$ cat src/hw/rtl/bpa_pkg.sv
`default_nettype none
// ----------------------------------------------------------------------------
// bpa_pkg
// Shared types and status codes of the bitmap page allocator.
// ----------------------------------------------------------------------------
package bpa_pkg;

	localparam logic [2:0] ST_GRANTED  = 3'd0;
	localparam logic [2:0] ST_POOL     = 3'd1;
	localparam logic [2:0] ST_FREED    = 3'd2;
	localparam logic [2:0] ST_BAD_IDX  = 3'd3;
	localparam logic [2:0] ST_NOT_ALLOC = 3'd4;

	localparam logic KIND_ALLOC = 1'b0;
	localparam logic KIND_FREE  = 1'b1;

	typedef enum logic {
		OUT_EMPTY,
		OUT_HOLD
	} ctrl_state_t;

	typedef struct packed {
		logic load;
	} bpa_cmd_t;

endpackage
`default_nettype wire

$ cat src/hw/rtl/bpa_ctrl.sv
`default_nettype none
// ----------------------------------------------------------------------------
// bpa_ctrl
// Handshake controller: tracks the output register and issues the load
// command that commits one request per transfer.
// ----------------------------------------------------------------------------
module bpa_ctrl (
	input  wire logic             clk,
	input  wire logic             arst_n,
	input  wire logic             in_valid,
	output      logic             in_stall,
	output      logic             out_valid,
	input  wire logic             out_stall,
	output      bpa_pkg::bpa_cmd_t cmd
);

	bpa_pkg::ctrl_state_t state_q;
	bpa_pkg::ctrl_state_t state_d;

	always_ff @(posedge clk or negedge arst_n) begin
		if (!arst_n) begin
			state_q <= bpa_pkg::OUT_EMPTY;
		end else begin
			state_q <= state_d;
		end
	end

	always_comb begin
		state_d = state_q;
		case (state_q)
			bpa_pkg::OUT_EMPTY: begin
				if (cmd.load) begin
					state_d = bpa_pkg::OUT_HOLD;
				end
			end
			bpa_pkg::OUT_HOLD: begin
				if (cmd.load) begin
					state_d = bpa_pkg::OUT_HOLD;
				end else if (!out_stall) begin
					state_d = bpa_pkg::OUT_EMPTY;
				end
			end
			default: begin
				state_d = bpa_pkg::OUT_EMPTY;
			end
		endcase
	end

	always_comb begin
		out_valid = 1'b0;
		in_stall  = 1'b0;
		case (state_q)
			bpa_pkg::OUT_EMPTY: begin
				out_valid = 1'b0;
				in_stall  = 1'b0;
			end
			bpa_pkg::OUT_HOLD: begin
				out_valid = 1'b1;
				in_stall  = out_stall;
			end
			default: begin
				out_valid = 1'b0;
				in_stall  = 1'b0;
			end
		endcase
		cmd.load = in_valid && !in_stall;
	end

endmodule
`default_nettype wire

$ cat src/hw/rtl/bpa_dp.sv
`default_nettype none
// ----------------------------------------------------------------------------
// bpa_dp
// Datapath: free map register, priority encoder, free-index check and the
// output result register.
// ----------------------------------------------------------------------------
module bpa_dp #(
	parameter int PAGES      = 64,
	parameter int PAGE_SHIFT = 12
) (
	input  wire logic              clk,
	input  wire logic              arst_n,
	input  wire bpa_pkg::bpa_cmd_t cmd,
	input  wire logic              kind,
	input  wire logic [31:0]       page_offset,
	output      logic [2:0]        status,
	output      logic [5:0]        page_index,
	output      logic              needs_clear,
	output      logic              now_full,
	output      logic              now_free
);

	localparam int IW = $clog2(PAGES);
	localparam logic [IW-1:0] LAST = IW'(PAGES - 1);

	logic [PAGES-1:0] map_q;
	logic [PAGES-1:0] map_d;
	logic [IW-1:0]    top_pos;
	logic [IW-1:0]    grant_idx;
	logic [PAGES-1:0] map_alloc;
	logic [31:0]      off_idx;
	logic             in_range;
	logic [IW-1:0]    free_pos;
	logic [PAGES-1:0] map_freed;

	logic [2:0] status_d;
	logic [5:0] index_d;
	logic       clr_d;
	logic       full_d;
	logic       freed_d;

	// highest set bit = lowest numbered free page
	always_comb begin
		top_pos = '0;
		for (int i = 0; i < PAGES; i++) begin
			if (map_q[i]) begin
				top_pos = IW'(i);
			end
		end
	end

	assign grant_idx = LAST - top_pos;
	assign off_idx   = page_offset >> PAGE_SHIFT;
	assign in_range  = off_idx < 32'(PAGES);
	assign free_pos  = LAST - off_idx[IW-1:0];

	always_comb begin
		map_alloc = map_q;
		map_alloc[top_pos] = 1'b0;
		map_freed = map_q;
		map_freed[free_pos] = 1'b1;
	end

	always_comb begin
		map_d    = map_q;
		status_d = bpa_pkg::ST_GRANTED;
		index_d  = '0;
		clr_d    = 1'b0;
		full_d   = 1'b0;
		freed_d  = 1'b0;
		if (kind == bpa_pkg::KIND_ALLOC) begin
			if (map_q == '0) begin
				status_d = bpa_pkg::ST_POOL;
			end else begin
				status_d = bpa_pkg::ST_GRANTED;
				index_d  = 6'(grant_idx);
				clr_d    = grant_idx != '0;
				full_d   = map_alloc == '0;
				map_d    = map_alloc;
			end
		end else begin
			if (!in_range) begin
				status_d = bpa_pkg::ST_BAD_IDX;
			end else begin
				index_d = 6'(off_idx[IW-1:0]);
				if (map_q[free_pos]) begin
					status_d = bpa_pkg::ST_NOT_ALLOC;
				end else begin
					status_d = bpa_pkg::ST_FREED;
					freed_d  = map_q == '0;
					map_d    = map_freed;
				end
			end
		end
	end

	always_ff @(posedge clk or negedge arst_n) begin
		if (!arst_n) begin
			map_q <= '1;
		end else if (cmd.load) begin
			map_q <= map_d;
		end
	end

	always_ff @(posedge clk) begin
		if (cmd.load) begin
			status      <= status_d;
			page_index  <= index_d;
			needs_clear <= clr_d;
			now_full    <= full_d;
			now_free    <= freed_d;
		end
	end

endmodule
`default_nettype wire

$ cat src/hw/rtl/bitmap_page_allocator.sv
`default_nettype none
// ----------------------------------------------------------------------------
// bitmap_page_allocator
// Page allocator for one bucket: a free map of PAGES bits, allocate grants
// the lowest numbered free page, free returns a page given by byte offset.
//
// Input channel (in_valid/in_stall): kind and page_offset; one transfer is
// one request. Output channel (out_valid/out_stall): status, page_index,
// needs_clear, now_full, now_free; exactly one result per request.
// The result is registered and is valid the cycle after the input transfer.
// One request per cycle while in_stall is low; the encoder, the index check
// and the map update are combinational and complete in the transfer cycle.
// A result waits in the output register while out_stall is high; in that
// case in_stall is raised and no new request is taken until it moves.
// A new request is taken in the same cycle the held result transfers.
// Reset (arst_n low) marks every page free and empties the output register.
// ----------------------------------------------------------------------------
module bitmap_page_allocator #(
	parameter int PAGES      = 64,
	parameter int PAGE_SHIFT = 12
) (
	input  wire logic        clk,
	input  wire logic        arst_n,
	input  wire logic        in_valid,
	output      logic        in_stall,
	input  wire logic        kind,
	input  wire logic [31:0] page_offset,
	output      logic        out_valid,
	input  wire logic        out_stall,
	output      logic [2:0]  status,
	output      logic [5:0]  page_index,
	output      logic        needs_clear,
	output      logic        now_full,
	output      logic        now_free
);

	bpa_pkg::bpa_cmd_t cmd;

	bpa_ctrl u_ctrl (
		.clk       (clk),
		.arst_n    (arst_n),
		.in_valid  (in_valid),
		.in_stall  (in_stall),
		.out_valid (out_valid),
		.out_stall (out_stall),
		.cmd       (cmd)
	);

	bpa_dp #(
		.PAGES      (PAGES),
		.PAGE_SHIFT (PAGE_SHIFT)
	) u_dp (
		.clk         (clk),
		.arst_n      (arst_n),
		.cmd         (cmd),
		.kind        (kind),
		.page_offset (page_offset),
		.status      (status),
		.page_index  (page_index),
		.needs_clear (needs_clear),
		.now_full    (now_full),
		.now_free    (now_free)
	);

endmodule
`default_nettype wire
$ cat config.mk
export PLATFORM = sky130hd
export DESIGN_NAME = bitmap_page_allocator
export DESIGN_NICKNAME = d
export VERILOG_FILES = /design/src/hw/rtl/bpa_pkg.sv /design/src/hw/rtl/bpa_ctrl.sv /design/src/hw/rtl/bpa_dp.sv /design/src/hw/rtl/bitmap_page_allocator.sv
export SDC_FILE = /design/constraint.sdc
export NUM_CORES = 1
export LEC_CHECK = 0
export ABC_AREA = 1
export BUFFER_PORTS_ARGS = -buffer_cell sky130_fd_sc_hd__buf_2
export CORE_ASPECT_RATIO = 1.2
export CORE_MARGIN = 5
export CORE_UTILIZATION = 60
export DETAILED_ROUTE_END_ITERATION = 7
export PLACE_DENSITY = 0.88
export SLEW_MARGIN = 20
export SYNTH_ARGS = -nofsm -noshare
export SYNTH_HDL_FRONTEND = slang
export SYNTH_SLANG_ARGS = --single-unit
export TNS_END_PERCENT = 10
$ cat constraint.sdc
create_clock -name clk -period 11.2 [get_ports clk]
set_clock_uncertainty 0.15 [all_clocks]
set_input_delay 3.36 -clock clk [delete_from_list [all_inputs] [get_ports clk]]
set_output_delay 3.36 -clock clk [all_outputs]
set_load 0.1 [all_outputs]
-- Yosys cells after proc, flatten, opt, wreduce, memory -nomap -nowiden
Cells that the tools add are included.
- add/subtract/negate cells: 2
- equality and inequality tests: 3
- reduce and logical (&&, ||, !) cells: 10
- bitwise logic cells: 6
- muxes and demuxes: 86
- $lt $le $gt $ge: 5
- operators by type and width (cell ; count):
    $mux W6 ; 65
    $mux W64 ; 4
    $logic_not A64 Y1 ; 2
    $and A64 B64 Y64 ; 1
    $not A64 Y64 ; 1
    $or A64 B64 Y64 ; 1
    $lt A20 B7 Y1 const B ; 1
    $lt A6 B7 Y1 const B ; 2
    $demux W1 S6 ; 2
    $ge A6 B1 Y1 const B ; 2
    $sub A6 B6 Y6 const A ; 2
    $mux W3 ; 3
    $mux W1 ; 8
    $bmux W1 S6 ; 1
    $pmux W1 S2 ; 3
    $reduce_bool A6 Y1 ; 1
    $ne A2 B2 Y1 const B ; 2
    $reduce_and A4 Y1 ; 1
    $logic_and A1 B1 Y1 ; 3
    $not A1 Y1 ; 3
    $reduce_or A3 Y1 ; 1
    $ne A2 B1 Y1 const B ; 1
    $reduce_or A2 Y1 ; 1
    $logic_not A1 Y1 ; 1
- bits in registers: 77
- output and inout port bits: 14
- word-level logic and storage cells: 119

-- Logic depth before layout (Yosys ltp)
- depth after elaboration: 71
- depth in mapped cells: 73
- mapped depth without buffers: 72

-- Hierarchy
From an unflattened synthesis, not the netlist that was laid out.
- cell total of the unflattened synthesis: 783
- area, all modules: 5401.4 um^2
- by module, submodules not included (module ; cells an instance ; times used ; sequential area each (um^2) ; area an instance (um^2)):
    bpa_dp ; 777 ; 1 ; 2042.0 ; 5356.4
    bpa_ctrl ; 6 ; 1 ; 25.0 ; 45.0

-- Worst setup path before layout
No wires, ideal clock.
- path type: input-to-output
- start point: input port out_stall
- end point: output port in_stall
- stages: 2
- setup slack: 3.611 ns
- arrival: 4.079 ns
- path through: nand2_1 inv_1
- longest elaborated chain between the ends: 1
- RTL lines (item ; RTL line ; text):
    from (decl) ; bitmap_page_allocator.sv:29 ; input wire logic out_stall,
    $pmux W1 S2 ; bpa_ctrl.sv:52 ; case (state_q)
    to (decl) ; bitmap_page_allocator.sv:25 ; output logic in_stall,
Every way passes these cells.

-- Final worst setup path
Same ends and word-level chain as after synthesis.

==> impl_metrics.ini <==
[outcome]
status = complete, but fails checks
failed_checks = design-rule violations

[critical_path]
cp_slowest_cell = buf_2
cpPeakStageDelay_ns = 0.44
worstPathArrival_ns = 4.04
cpMostUsedCell = buf_2
crit_start = out_stall
reg2reg_depth = 70
required_ns = 7.69
worstPathCellList = buf_2, nand2_1, inv_1, buf_2
end_kind = output pin
start_kind = input pin
crit_type = input pin to output pin
r2r-start = u_dp.map_q[2]
cp_max_fo = 3

[die]
die_height_microns = 114
die_w_microns = 96.7
core_sq_mm = 0.00894
initial_utilization_pct = 60.5
ioPinCount = 51
rows = 38
fp.dieArea_sq_mm = 0.0110

[grt]
grt_pass1_wl_mm = 30.5
track_usage_pct = 34.7
grt_max_degree = 66
first_global_vias = 6096
grt_remaining_overflow = 0
antenna_found_initial = 0

[synthesis]
yosysTopAreaCell = dfstp_2
netlist_instances = 788
async_reset_ff_share_pct = 84.4
ys_top_cells_by_area = dfstp_2, nand2_1, nand3_1, a22oi_1, edfxtp_1
synth-seq-cells = 77
yosysWarnings = 0
ys_seq_area_share_pct = 38.2
ys_types = 36
syn_nets = 825
synth_ff_type = dfstp_2
synth_top_area_share_pct = 31.1
synth_edf_count = 12
syn_area_sq_mm = 0.00541
syn_avg_cell_area_sq_um = 6.87

[finish]
drive_gt1_share_pct = 17.3
antenna_cells = 0
fin_util_pct = 66.6
syn2layout_area_growth_pct = 9.97
final_common_cell = nand2_1
fill_cells = 801
nNetsFinal = 854
final_cell_mix = nand2_1, nand3_1, inv_1

[clocking]
cts_buffer_depth = 2
ctsResizeCount = 0
clkLatencyLatePin_ns = 0.37
cts_made_buffers = 9
cts_tree = done
htree_levels = 3
root_buffer = clkbuf_8
cts_hold_buf = 0
post_cts_buffers = 0
clkTransAtPathRegs_ns = 0.08
cts.sinks = 77

[route]
totalWireLength_mm = 19.1
wl_per_cell_microns = 20.3
vias = 6286
dr.max_layer_used = met4
first_iter_violations = 1160
drc = 1
antenna_left = 0
drt-pass1-iter-count = 8
wl_met1_mm = 6.70
met2WireLength_mm = 8.34
wl_met3_mm = 2.58
viasPerCell = 6.67

[timing]
setup_tns_ns = 0
slew_viol_final = 0
finalCritPeriodShare_pct = 67.4
tightest_slew_ns = 1.17
hold_viol_final = 0
rsz0062_at_grt = false
setup_viol = 0
period_needed_ns = 7.55
fmax_mhz = 132
slew_headroom_pct = 22.0

[power]
power.density_mw_per_mm2 = 150
ir_drop_v = 0.000101
leakage_nw = 2.64

[min_path]
worstHoldStart = u_ctrl.state_q
hold_path_depth = 2
min_path_type = register to register

[placed_design]
dp.final_hpwl_mm = 12.7
port_buffers = 38
gp_congestion = 1.02

[job]
cap_violations = 0
[worst paths after layout]
kind / to / slack (ns)
max in group asynchronous: u_ctrl.state_q / 7.33
min in group asynchronous: u_ctrl.state_q / 3.05
worst max register to register: u_dp.now_full / 5.49
worst min-delay path: u_ctrl.state_q / 0.34
worst min register to register: u_ctrl.state_q / 0.34
worst max-delay path: in_stall / 3.65
[synth_stat cells, drive strengths merged, types with 3 or more instances]
cell,count
nor2,79
a221oi,4
inv,99
o21ai,16
edfxtp,12
nand2,228
o22ai,22
nor4,4
dfstp,64
a22oi,64
clkbuf,24
buf,7
a31oi,3
o2111ai,4
nand4,20
o41ai,4
nor3,19
nand3,97
a21oi,9
[metrics by stage]
stage | setup slack [ns] | total power, W | area [sq um] | std cells | hold slack (ns)
6_report | 3.65 | 0.000892 | 5950 | 942 | 0.342
5_1_grt | 3.62 | 0.000919 | 5950 | 942 | 0.395
4_1_cts | 3.65 | 0.000872 | 5930 | 942 | 0.350
3_5_place_dp | 3.65 | 0.000631 | 5710 | 926 | 0.332
3_3_place_gp | 3.69 | 0.000628 | 5700 | 926 | 0.323
2_1_floorplan | 3.61 | 0.000551 | 5410 | 788 | 0.333
[critical path, delay by kind of cell]
family	cells	cell delay [ns]
buffers and inverters	3	0.62
AND/OR/NAND/NOR	1	0.06
[cell families after synthesis]
| kind of cell | Yosys count | synth area share (%) |
|---|---|---|
| buffers and inverters | 132 | 9.55 |
| and+or+nand+nor | 449 | 35.6 |
| AOI/OAI and AO/OA | 130 | 16.6 |
| DFF | 77 | 38.2 |
[area by class of cell]
cell class	count	area [sq um]	share of cell area [%]
clock buffers	11	153	2.57
clock inverters	5	72.6	1.22
inverters	101	380	6.39
multi-input cells	579	2850	48.0
flip-flops and latches	77	2070	34.7
well taps	120	150	2.52
repair buffers	49	273	4.58
[where the power goes]
part | switching, W | internal, W
Clock | 0.000108 | 0.000137
Sequential | 0.0000112 | 0.000310
Combinational | 0.000267 | 0.0000587
Total | 0.000386 | 0.000506
[metal layers]
metal,vias to the layer above,global-route usage (%)
met5,-,0
met2,560,54.0
li1,2744,-
met1,2824,40.9
met4,0,24.2
met3,158,10.9
[registers in the layout, indices dropped and copies added, names as in the netlist]
register,flops
u_dp.status,3
u_dp.map_q,64
u_dp.now_free,1
u_dp.now_full,1
u_ctrl.state_q,1
u_dp.page_index,6
u_dp.needs_clear,1
No activity file was read; power rests on OpenSTA's default activity.
